--- config.mk ---
export PLATFORM = sky130hd
export DESIGN_NAME = dpc_add
export DESIGN_NICKNAME = d
export VERILOG_FILES = /design/src/hdl/dpc_pkg.sv /design/src/hdl/dpc_add.sv
export SDC_FILE = /design/constraint.sdc
export NUM_CORES = 1
export LEC_CHECK = 0
export BUFFER_PORTS_ARGS = -buffer_cell sky130_fd_sc_hd__buf_2
export CORE_ASPECT_RATIO = 1.1
export CORE_UTILIZATION = 30
export DETAILED_ROUTE_END_ITERATION = 7
export MAX_ROUTING_LAYER = met4
export PLACE_DENSITY = 0.54
export SLEW_MARGIN = 20
export SYNTH_ARGS = -nofsm -noshare
export SYNTH_HDL_FRONTEND = slang
export SYNTH_SLANG_ARGS = --single-unit
--- constraint.sdc ---
create_clock -name vclk -period 2.7
set_clock_uncertainty 0.1 [all_clocks]
set_input_delay 0.27 -clock vclk [all_inputs]
set_output_delay 0.27 -clock vclk [all_outputs]
set_load 0.005 [all_outputs]
--- src/hdl/dpc_pkg.sv ---
// Package: widths, word types, state and status codes for the path counter.
`timescale 1ns / 1ps
package dpc_pkg;
  localparam int MAX_NODES  = 1024;
  localparam int MAX_EDGES  = 4096;
  localparam int COUNT_BITS = 64;
  localparam int NODE_W     = $clog2(MAX_NODES);
  localparam int EIDX_W     = $clog2(MAX_EDGES);
  localparam int LINK_W     = $clog2(MAX_EDGES + 1);
  localparam int CFG_IDX_W  = 2;
  localparam logic [LINK_W-1:0] NO_EDGE = LINK_W'(MAX_EDGES);

  localparam logic [CFG_IDX_W-1:0] CFG_SOURCE = 2'd0;
  localparam logic [CFG_IDX_W-1:0] CFG_TARGET = 2'd1;

  localparam logic [2:0] ST_OK        = 3'd0;
  localparam logic [2:0] ST_NO_SOURCE = 3'd1;
  localparam logic [2:0] ST_NO_TARGET = 3'd2;
  localparam logic [2:0] ST_CYCLE     = 3'd3;
  localparam logic [2:0] ST_OVERFLOW  = 3'd4;
  localparam logic [2:0] ST_FULL      = 3'd5;

  typedef struct packed {
    logic [9:0] from_node;
    logic [9:0] to_node;
    logic       has_edge;
    logic       last_item;
  } in_t;

  typedef struct packed {
    logic [63:0] path_count;
    logic [2:0]  status;
  } out_t;

  typedef struct packed {
    logic              seen;
    logic              mval;
    logic              visit;
    logic [LINK_W-1:0] head;
    logic [EIDX_W-1:0] tail;
  } node_t;

  typedef struct packed {
    logic [NODE_W-1:0]     node;
    logic [LINK_W-1:0]     cursor;
    logic [COUNT_BITS-1:0] sum;
  } stack_t;

  typedef enum logic [4:0] {
    S_CLR, S_IDLE, S_RD_FROM, S_UPD_FROM, S_LINK, S_RD_TO, S_UPD_TO,
    S_CK_RS, S_CK_RT, S_CK_EV, S_W_EDGE, S_W_DEST, S_W_NODE, S_W_POP,
    S_W_POP2, S_RES
  } state_t;
endpackage

--- src/hdl/dpc_add.sv ---
// Shared count adder with overflow detect.
`timescale 1ns / 1ps
module dpc_add (
  input  logic [dpc_pkg::COUNT_BITS-1:0] a,
  input  logic [dpc_pkg::COUNT_BITS-1:0] b,
  output logic [dpc_pkg::COUNT_BITS-1:0] sum,
  output logic                           ovf
);
  import dpc_pkg::*;
  assign {ovf, sum} = {1'b0, a} + {1'b0, b};
endmodule

==> impl_metrics.toml <==
[layout]
final_cell_mix = "buf_4, buf_2, nand2_1, a21oi_1, buf_6"
nNetsFinal = 1168
diodes = 0
register_area_um2 = 0
synthToLayoutAreaGrowth_pct = 101
fillerInstances = 1165
n_clock_buffer = 0
multi_input_area_um2 = 4840
layout_commonest_cell = "buf_4"
seq_cells = 0
drive_above_1_share_pct = 58.0

[sta]
setup_viol = 40
rsz0062_at_grt = "true"
fin_crit_sh_pct = 116
relSlewSlack_pct = 61.7
setup_ws_ps = -440
drv_slew = 0
fmax_ghz = 0.318
worstMarginPinSlew_ps = 567
finalSetupTns_ps = -8790
final_hold_viol_count = 0
min_period_ps = 3140

[logic_synthesis]
yosysTopAreaCellShare_pct = 20.1
synth_seq_area_share_pct = 0
mappedNetlistNets = 783
syn_inst = 590
syn_area_um2 = 3990
synthDistinctLibCells = 66
ys_warn_count = 0
syn_avg_cell_area_um2 = 6.76
synth_area_leaders = "ha_1, a21oi_1, xnor2_1"
yosysTopAreaCell = "ha_1"

[drt]
drtPass1Iterations = 7
routed_wirelength_um = 17200
viasPerCell = 5.27
drc_errors = 12
wl_per_cell_um = 15.3
dr_total_vias = 5959
first_iter_violations = 306
ant_nets = 0

[setup_path]
slowest_stage = "fa_2"
path_class = "in -> out"
slowest_delay_ps = 360
critPathTopFamily = "compound AO/OA/AOI/OAI gates"
crit_arrival_ps = 2770
worst_setup_path_end_kind = "output pin"
cp_max_fo = 3
critPathLaunchType = "input port"
crit_required_ps = 2330
crit_buf_inv = 2
path_cells = "buf_8 > ha_4 > fa_2 > a21o_1 > a221oi_4 > o31a_1 > nor3b_2 > o21ai_2 > a21oi_2 > o21a_1 > a221o_1 > xor2_1 > buf_2"

[global_routing]
use_met2_pct = 46.5
top_usage_layer = "met2"
grt_usage_pct = 24.3
grt_overflow = 0
use_met3_pct = 0.735
first_global_vias = 5945
grt_pass1_wl_um = 27000
antenna_found_initial = 0
met1_usage_pct = 28.2
grt_max_degree = 12

[worst_hold_path]
hold_class = "in -> out"

[power_and_ir_drop]
power_density_nw_per_um2 = 274
leakagePower_nw = 3.81
peakVddDrop_mv = 0.128
power_w = 0.00219

[floorplanning]
rows = 43
core-area_um2 = 12800
die-area_um2 = 13800
die_w_um = 112
ios = 193
start_util_pct = 31.1
die_y_um = 123

[status]
failed_checks = "DRC, setup timing"
outcome = "complete, but fails checks"

[placement]
globalplace.congestion = 0.954
numPortBuffers = 193
pre_cts_ws_ps = -538
place_hpwl_um = 13800

[job]
cap_viol_max_count = 0
==> path summary, 6_finish.rpt <==
path	cells after the start	to	from	slack [ps]
setup / recovery	13	sum[62]	a[0]	-440
hold / removal	3	sum[0]	b[0]	710
==> final cells by class <==
class / count / share of cell area, %
multi-input combinational: 541 / 60.5
timing repair buffer: 417 / 36.4
tap: 157 / 2.45
inverter: 15 / 0.703
==> metal layers <==
layer  vias up  routed length, um
met4         0                250
met2       151               9230
met5         -                  0
met1      2812               7240
li1       2978                  -
met3        18                509
==> cells in the mapped netlist, types with 3 or more instances <==
cell	count
a211oi_1	8
a21o_1	35
a21oi_1	68
a31oi_1	10
and3_1	4
and4_1	6
buf_2	10
buf_6	3
clkbuf_1	21
ha_1	64
inv_1	15
nand2_1	54
nand3_1	10
nand4_1	26
nor2_1	46
nor2b_1	5
nor3_1	15
nor4_1	5
o21a_1	6
o21ai_0	45
o21ai_1	7
o21bai_1	9
o31ai_1	4
or3_1	9
xnor2_1	35
xor2_1	22
==> cell families (layout without fill, tap and decap cells) <==
family                     count (synthesis)  after routing  share of synthesized area [%]
AOI/OAI and AO/OA                        225            225                           37.0
and+or+nand+nor                          193            193                           24.1
adders and majority gates                 65             65                           20.6
xor gates and xnor gates                  57             57                           12.5
buffers and inverters                     49            432                           5.49
muxes                                      1              1                          0.251
==> report_power, final <==
part           internal [W]  switching [W]  total [W]
clock network             0              0          0
logic               0.00117        0.00102    0.00219
registers                 0              0          0
total               0.00117        0.00102    0.00219
==> tightest hold or removal path: stages <==
cell,delay [ps]
buf_6,70
ha_4,100
buf_2,90
==> repair_timing <==
item | 4_1_cts | 5_1_grt
setup buffers | 20 | 14
resized for setup | 158 | 72
setup endpoints to repair | 45 | 46
pin swaps | 69 | 55
hold buffers | 0 | 0
==> per-stage QoR <==
stage	util, %	cells	cell area, um^2	hold WS, ps
detailed placement	51.6	1106	6600	744
CTS	59.6	1125	7630	714
global route	62.6	1130	8010	723
finish	62.6	1130	8010	713
global placement	51.6	1106	6600	742
floorplan	-	590	4090	540
Note: power is estimated with default switching activity, not from simulation.
