## config.mk

```make
export PLATFORM = sky130hd
export DESIGN_NAME = dpc_ram
export DESIGN_NICKNAME = d
export VERILOG_FILES = /design/src/hdl/dpc_ram.sv
export SDC_FILE = /design/constraint.sdc
export NUM_CORES = 1
export LEC_CHECK = 0
export ABC_AREA = 1
export BUFFER_PORTS_ARGS = -buffer_cell sky130_fd_sc_hd__buf_2
export CORE_MARGIN = 5
export CORE_UTILIZATION = 45
export DETAILED_ROUTE_END_ITERATION = 8
export GPL_TIMING_DRIVEN = 1
export PLACE_DENSITY = 0.72
export SYNTH_ARGS = -nofsm -noshare
export SYNTH_HDL_FRONTEND = slang
export SYNTH_SLANG_ARGS = --single-unit
```

## constraint.sdc

```tcl
create_clock -name clk -period 1.4 [get_ports clk]
set_input_delay 0.07 -clock clk [delete_from_list [all_inputs] [get_ports clk]]
set_output_delay 0.07 -clock clk [all_outputs]
set_load 0.05 [all_outputs]
```

## src/hdl/dpc_ram.sv

```systemverilog
// Generic single-write, single-read RAM with registered read data.
`timescale 1ns / 1ps
module dpc_ram #(
  parameter int WIDTH = 8,
  parameter int DEPTH = 16
) (
  input  logic                     clk,
  input  logic                     we,
  input  logic [$clog2(DEPTH)-1:0] waddr,
  input  logic [WIDTH-1:0]         wdata,
  input  logic [$clog2(DEPTH)-1:0] raddr,
  output logic [WIDTH-1:0]         rdata
);
  logic [WIDTH-1:0] mem [DEPTH];

  always_ff @(posedge clk) begin
    if (we) begin
      mem[waddr] <= wdata;
    end
    rdata <= mem[raddr];
  end
endmodule

```

==> results of run 1 <==
-- cell type report --
cell class | instances | area (um2) | area share
clock buffers | 17 | 425 | 0.0634
clock inverters | 15 | 126 | 0.0188
inverters | 102 | 383 | 0.0570
multi-input cells | 289 | 1210 | 0.181
flip-flops and latches | 136 | 4000 | 0.596
well taps | 172 | 215 | 0.0321
repair buffers | 51 | 345 | 0.0514
-- through the flow --
stage	area, um2	setup WS (ns)	total power (W)
final	6710	0.245	0.00937
after CTS	6710	0.224	0.00940
after global placement	6160	0.298	0.00530
after global routing	6710	0.225	0.00967
after detailed placement	6160	0.272	0.00532
after floorplan	5770	0.379	0.00507
-- power by group through the flow --
stage | clock network, W | registers [W] | logic, W
2_1_floorplan | 0 | 0.00475 | 0.000321
3_3_place_gp | 0 | 0.00467 | 0.000634
3_5_place_dp | 0 | 0.00467 | 0.000647
4_1_cts | 0.00417 | 0.00459 | 0.000653
5_1_grt | 0.00436 | 0.00459 | 0.000714
6_report | 0.00413 | 0.00458 | 0.000651
-- registers in the layout, indices dropped and copies added, names as in the netlist --
| signal | flops |
|---|---|
| rdata | 8 |
| mem | 128 |
-- routing by layer --
metal / global-route usage / up-vias
met5: 0 / -
met2: 0.282 / 180
met4: 0.0817 / 0
li1: - / 1865
met1: 0.241 / 1799
met3: 0.0467 / 27
-- final timing paths --
| path | start | end | slack (ns) | cells past startpoint |
|---|---|---|---|---|
| max | rdata[7] | rdata[7] | 0.25 | 1 |
| min reg2reg | mem[10][0] | rdata[0] | 0.67 | 6 |
| min | wdata[2] | mem[6][2] | 0.07 | 1 |
| max reg2reg | mem[0][3] | rdata[3] | 0.39 | 6 |
-- layout by cell type, fill, tap and decap left out --
cell        Yosys  final
inv_2           2      2
clkinv_1        0      2
clkinv_2        0      3
edfxtp_1      128    128
nand3b_1        2      2
nand3_1        97     97
buf_2          13     25
nand2_1       173    173
dfxtp_1         8      8
clkinvlp_4      0      4
clkbuf_16       0     17
bufinv_16       0      1
clkinv_4        0      1
inv_1         100    100
inv_6           0      4
buf_4           4     24
nor2_1         17     17
buf_12          0      2
-- cells by family after synthesis --
group / after synthesis / share of synthesized area
flops: 136 / 0.694
buf+inv: 126 / 0.0952
simple gates: 289 / 0.210
==> results.toml, run 1 <==
[status]
outcome = "finished clean"

[grt]
first_global_vias = 3833
grt_max_degree = 65
overflow = 0
grt_use_total = 0.182
antenna_found_initial = 0
grt_first_pass_wirelength_um = 20200

[routing]
dr_wl_met3_um = 1090
dr.pass1.iters = 5
wl_per_cell_um = 16.3
drc = 0
wl_um = 12800
vias_per_cell = 4.95
ant_nets = 0
first_iter_violations = 520
vias = 3871
met1_length_um = 5300
highest_layer = "met4"
wl_met2_um = 5940

[timing]
fmax_mhz = 866
hold_slack_ns = 0.0661
slew_headroom = 0.737
period_needed_ns = 1.15
final-max-slew-violation-count = 0
tns_ns = 0
skew_ns = 0.00994
tightestPinTransition_ns = 0.394
finalSetupViolCount = 0
rsz0062_at_grt = "false"
period_share = 0.825
hold_viol_final = 0

[floorplanning]
design.core.area_um2 = 12600
io_pins = 26
dieHeight_um = 123
die_width_um = 123
fp.dieArea_um2 = 15200
start_util = 0.459
rows = 41

[logic_synthesis]
synthTopCellsByCount = "173 x nand2_1, 128 x edfxtp_1, 100 x inv_1"
postSynthCellCount = 551
netlist_area_um2 = 5770
yosys-top-cells-area = "edfxtp_1 67%, nand2_1 11%, nand3_1 8.4%"
synth-edff-count = 128
async_flop_share = 0
syn_nets = 569
synth_area_per_cell_um2 = 10.5
ys_types = 12
synth_seq_cells = 136
synth.most_common_cell = "nand2_1"
synth_top_area_share = 0.667
synth_top_area_cell = "edfxtp_1"
seq_area_frac_synth = 0.694
ys.flop_type = "edfxtp_1"
yosysWarningCount = 0

[setup_path]
cp_slowest_stage_delay_ns = 0.38
cp_max_fo = 1
cpLargestDelayFamily = "flip-flops"
path_cells = "buf_2"
crit_required_ns = 1.33
cp_slowest_cell = "dfxtp_1"
cp-start-kind = "register"
critPathKind = "reg2out"
crit_arrival_ns = 1.08
end_kind = "primary output"
cp.buffers_inverters = 1

[final_layout]
fin_util = 0.534
drive_gt1_frac = 0.136
synthToLayoutAreaGrowth_pct = 16.4
nets = 615
diodes = 0
stdcell_count = 782
num-fill-cells = 1024

[power_and_ir_drop]
p_switching_w = 0.00220
seq_power_share = 0.490
p_clk_frac = 0.441
vdd_drop_max_v = 0.000740
p_leak_nw = 2.92
p_comb_frac = 0.070
intPower_w = 0.00717
switching_share = 0.235
pwr_density_cell_nw_per_um2 = 1400

[flow_run]
cap_violations = 0

[cts]
cts_resized = 0
postCtsHoldBufs = 0
htreeDepth = 4
clock_latency_ns = 0.41
cts_tree = "built"
cts_root_buf = "clkbuf_16"
clk_pin_slew_worst_paths_ns = 0.06
postCtsSetupBuffers = 0
numClockSinks = 136
cts_buffers = 17
clockBufferDepth = 2

[placement]
gp_congestion = 0.852
hpwlAfterDp_um = 7860
place_inst = 750
io_buffers = 25

[min_path]
hold_path_class = "in2reg"
No activity file was read; power rests on OpenSTA's default activity.
==> run 2: changes to the inputs <==
clock period = 1.1 ns   (was 1.4 ns; I/O delays follow)
==> run 2 against run 1 <==
  * Design area up 1.6%
  * Setup slack got worse by 0.20 ns
  * Clock skew fell by 0.0015 ns
  * Clock power up 40%
  * Via count rose by 1.1%
  * Total power grew 33%
  * Cell count unchanged
  * Critical path type unchanged
  * Largest cell class unchanged
  * Largest power group unchanged
==> results.toml, run 2 (synthesis gave the netlist of run 1 again) <==
[setup_path]
crit_arrival_ns = 1.00
crit_required_ns = 1.04
cp_slowest_cell = "dfxtp_1"
critPathKind = "reg2out"
cp_max_fo = 1
cp_slowest_stage_delay_ns = 0.37
end_kind = "primary output"
cp.buffers_inverters = 1
path_cells = "buf_4"
cpLargestDelayFamily = "flip-flops"
cp-start-kind = "register"

[floorplanning]
rows = 41
dieHeight_um = 123
design.core.area_um2 = 12600
fp.dieArea_um2 = 15200
die_width_um = 123
start_util = 0.459
io_pins = 26

[routing]
drc = 0
wl_per_cell_um = 16.5
dr.pass1.iters = 5
first_iter_violations = 426
wl_um = 12900
ant_nets = 0
vias = 3915
vias_per_cell = 5.01

[timing]
period_share = 0.955
skew_ns = 0.00848
tightestPinTransition_ns = 0.370
tns_ns = 0
finalSetupViolCount = 0
final-max-slew-violation-count = 0
rsz0062_at_grt = "false"
period_needed_ns = 1.05
timing.final.ws_setup_ns = 0.0499
slew_headroom = 0.753
hold_slack_ns = 0.0695
fmax_mhz = 952
hold_viol_final = 0

[final_layout]
nets = 618
largest-register = "mem"
final_cell_mix = "173 x nand2_1, 128 x edfxtp_1, 100 x inv_1"
drive_gt1_frac = 0.139
synthToLayoutAreaGrowth_pct = 18.2
final_common_cell = "nand2_1"
diodes = 0
final_area_um2 = 6820
largest_registers = "mem (128), rdata (8)"
largest_reg_flops = 128

[cts]
clockBufferDepth = 2
cts_tree = "built"
numClockSinks = 136
clock_latency_ns = 0.41
clk_pin_slew_worst_paths_ns = 0.06
cts_root_buf = "clkbuf_16"
cts_buffers = 17
htreeDepth = 4
postCtsHoldBufs = 0

[placement]
io_buffers = 25
placed_cell_area_um2 = 6210
hpwlAfterDp_um = 7930
place_ws_ns = -0.0233
gp_congestion = 0.866

[grt]
grt_use_total = 0.184
antenna_found_initial = 0
overflow = 0
grt_first_pass_wirelength_um = 20500
first_global_vias = 3850
grt_max_degree = 65

[power_and_ir_drop]
p_leak_nw = 2.97
pwr_density_cell_nw_per_um2 = 1830
vdd_drop_max_v = 0.000857

[flow_run]
cap_violations = 0

[min_path]
hold_path_class = "in2reg"

[status]
outcome = "finished clean"
[run 2: cell types whose count changed in the layout (fill, tap and decap cells not counted), sizes merged]
cell      before  now
clkinv         6    4
inv          106  103
buf           51   54
clkinvlp       4    3
bufinv         1    4
[run 2: final timing paths]
path / start / end / slack, ns / depth (start not counted)
worst max-delay path: rdata[4] / rdata[4] / 0.05 / 1
worst min-delay path: wdata[3] / mem[1][3] / 0.07 / 1
worst max register to register: mem[1][3] / rdata[3] / 0.05 / 6
worst min register to register: mem[10][0] / rdata[0] / 0.66 / 6
[run 2: stage by stage]
stage	utilization	instances	power, W
6_report	0.542	782	0.0125
5_1_grt	0.542	782	0.0128
4_1_cts	0.542	782	0.0125
3_5_place_dp	0.494	753	0.00679
3_3_place_gp	0.494	753	0.00677
2_1_floorplan	-	551	0.00646
[run 2: layout make-up]
| cell class | instances | area [um2] |
|---|---|---|
| Multi-Input combinational cell | 289 | 1210 |
| Inverter | 102 | 383 |
| Clock inverter | 12 | 179 |
| Clock buffer | 17 | 425 |
| Sequential cell | 136 | 4000 |
| Timing Repair Buffer | 54 | 398 |
| Tap cell | 172 | 215 |
| Fill cell | 1021 | 5750 |
[run 2: what timing repair did]
action | in CTS | in global routing
setup endpoints to repair | 2 | 0
gates resized for setup | 2 | 0
setup buffers | 0 | 0
[run 2: power breakdown]
group | switching [W] | internal [W] | leakage [nW]
combinational | 0.000617 | 0.000246 | 1.46
clock | 0.00203 | 0.00375 | 0.287
sequential | 0.0000358 | 0.00579 | 1.22
[run 2: per-layer routing]
metal | share of wire | routed length (um) | vias to the layer above | track usage
li1 | - | - | 1874 | -
met1 | 0.42 | 5370 | 1833 | 0.242
met2 | 0.49 | 6300 | 187 | 0.296
met3 | 0.076 | 985 | 21 | 0.0462
met4 | 0.018 | 237 | 0 | 0.0678
met5 | 0 | 0 | - | 0
==> run 3: changes to the inputs <==
ABC_AREA = not set   (was 1)
PLACE_DENSITY = 0.73   (was 0.72)
==> run 3 against run 2 <==
  * Highest routed layer unchanged
  * Area after synthesis is 11% lower
  * The flow now finishes with violations (setup timing)
  * Via count is 37% lower
  * Worst hold slack worse by 0.044 ns
  * Global-route usage is 2.3 points lower
  * Critical path type is now reg2reg
  * Largest power group unchanged
==> results.toml, run 3 <==
[floorplanning]
start_util = 0.455
design.core.area_um2 = 11300
io_pins = 26
rows = 39
fp.dieArea_um2 = 13700
die_width_um = 117
dieHeight_um = 117

[timing]
finalSetupViolCount = 8
timing.final.ws_setup_ns = -0.171
tns_ns = -1.01
fmax_mhz = 787
skew_ns = 0.00898
tightestPinTransition_ns = 0.896
final-max-slew-violation-count = 0
period_needed_ns = 1.27
period_share = 1.16
slew_headroom = 0.402
hold_slack_ns = 0.0258
rsz0062_at_grt = "true"
hold_viol_final = 0

[cts]
numClockSinks = 136
cts_root_buf = "clkbuf_16"
clockBufferDepth = 2
cts_tree = "built"
htreeDepth = 4
clk_pin_slew_worst_paths_ns = 0.06
clock_latency_ns = 0.41
cts_buffers = 17
postCtsHoldBufs = 0

[logic_synthesis]
ys_types = 19
synth.most_common_cell = "edfxtp_1"
async_flop_share = 0
yosysWarningCount = 0
synth_top_area_share = 0.747
synth_top_family_by_area = "multiplexers"
netlist_area_um2 = 5150
syn_nets = 247
synthSimpleGateAreaFrac = 0.0318
synth_top_area_cell = "edfxtp_1"
synth_area_per_cell_um2 = 22.5
ys.flop_type = "edfxtp_1"
synth-edff-count = 128
synth_seq_cells = 136
synthTopCellsByCount = "128 x edfxtp_1, 18 x mux4_2, 16 x a22oi_1"
synth-xor-area-share = 0
synth_fa_ha_area_frac = 0
seq_area_frac_synth = 0.778
yosys-top-cells-area = "edfxtp_1 75%, mux4_2 7.9%, mux4_1 7.1%"
synth_compound_area_frac = 0.0233
postSynthCellCount = 229
synthMuxAreaShare = 0.150

[placement]
io_buffers = 25
gp_congestion = 0.746
placed_cell_area_um2 = 5670
hpwlAfterDp_um = 6560
place_inst = 416

[status]
violations = "setup timing"
outcome = "finished, violations left"

[grt]
first_global_vias = 2606
antenna_found_initial = 0
overflow = 0
grt_max_degree = 17
grt_first_pass_wirelength_um = 15400
grt_use_total = 0.161

[power_and_ir_drop]
p_leak_nw = 2.11
pwr_density_cell_nw_per_um2 = 1940
p_total_w = 0.0123
vdd_drop_max_v = 0.00170

[final_layout]
largest-register = "mem"
final_common_cell = "edfxtp_1"
largest_registers = "mem (128), rdata (8)"
diodes = 0
nets = 310
stdcell_count = 448
largest_reg_flops = 128
final_cell_mix = "128 x edfxtp_1, 32 x mux4_2, 26 x buf_4"
final_area_um2 = 6320
drive_gt1_frac = 0.443
synthToLayoutAreaGrowth_pct = 22.9

[routing]
wl_per_cell_um = 22.0
vias_per_cell = 5.49
first_iter_violations = 208
ant_nets = 0
dr.pass1.iters = 4
drc = 0
vias = 2461
wl_um = 9850

[setup_path]
crit_required_ns = 1.38
cp_slowest_cell = "mux4_2"
cp_slowest_stage_delay_ns = 0.49
critPathKind = "reg2reg"
crit_arrival_ns = 1.55
cp_max_fo = 1
cp-start-kind = "register"
path_cells = "mux4_2, a22oi_2, nand2_1"
end_kind = "register"

[min_path]
hold_path_class = "in2reg"

[flow_run]
cap_violations = 0
==> run 3: layout make-up <==
type                       count  area, um2
clock buffer                  19        433
clock inverter                13        170
fill                         850       5000
multi-input combinational     83       1100
sequential                   136       4000
tap                          143        179
timing repair buffer          54        443
==> run 3: cells by family after synthesis <==
family | after synthesis
mux | 32
compound gates | 16
buf+inv | 10
simple gates | 35
flops | 136
==> run 3: through the flow <==
step                utilization  setup WS (ns)
finish                    0.559         -0.171
global route              0.559         -0.214
CTS                       0.557         -0.192
detailed placement        0.501         -0.333
global placement          0.501         -0.306
floorplan                     -        -0.0696
==> run 3: worst paths after layout <==
| check | endpoint | cells after the start | slack (ns) | startpoint |
|---|---|---|---|---|
| max | rdata[6] | 3 | -0.17 | mem[11][6] |
| min reg2reg | rdata[0] | 3 | 0.68 | mem[10][0] |
| max reg2reg | rdata[6] | 3 | -0.17 | mem[11][6] |
| min | mem[14][6] | 1 | 0.03 | wdata[6] |
==> run 3: critical path, delay by kind of cell, from the launching register on <==
family | cells | cell delay, ns
simple gates | 1 | 0.08
mux | 1 | 0.49
compound gates | 1 | 0.20
flops | 1 | 0.37
==> run 3: power by group <==
group | leakage (nW) | internal, W | switching (W)
sequential | 1.22 | 0.00579 | 0.0000425
clock | 0.285 | 0.00359 | 0.00208
combinational | 0.602 | 0.000298 | 0.000443
==> run 3: routing by layer <==
| layer | vias to the layer above | global-route usage | part of all wire |
|---|---|---|---|
| met5 | - | 0 | 0 |
| met2 | 63 | 0.260 | 0.51 |
| met1 | 1302 | 0.213 | 0.43 |
| met4 | 0 | 0.0459 | 0.013 |
| li1 | 1086 | - | - |
| met3 | 10 | 0.0509 | 0.046 |
==> run 3: repair_timing <==
action	4_1_cts	5_1_grt
buffers inserted	0	0
resized for setup	16	4
endpoints found under the hold margin	0	0
endpoints found under the setup margin	12	9
pin swaps	2	1
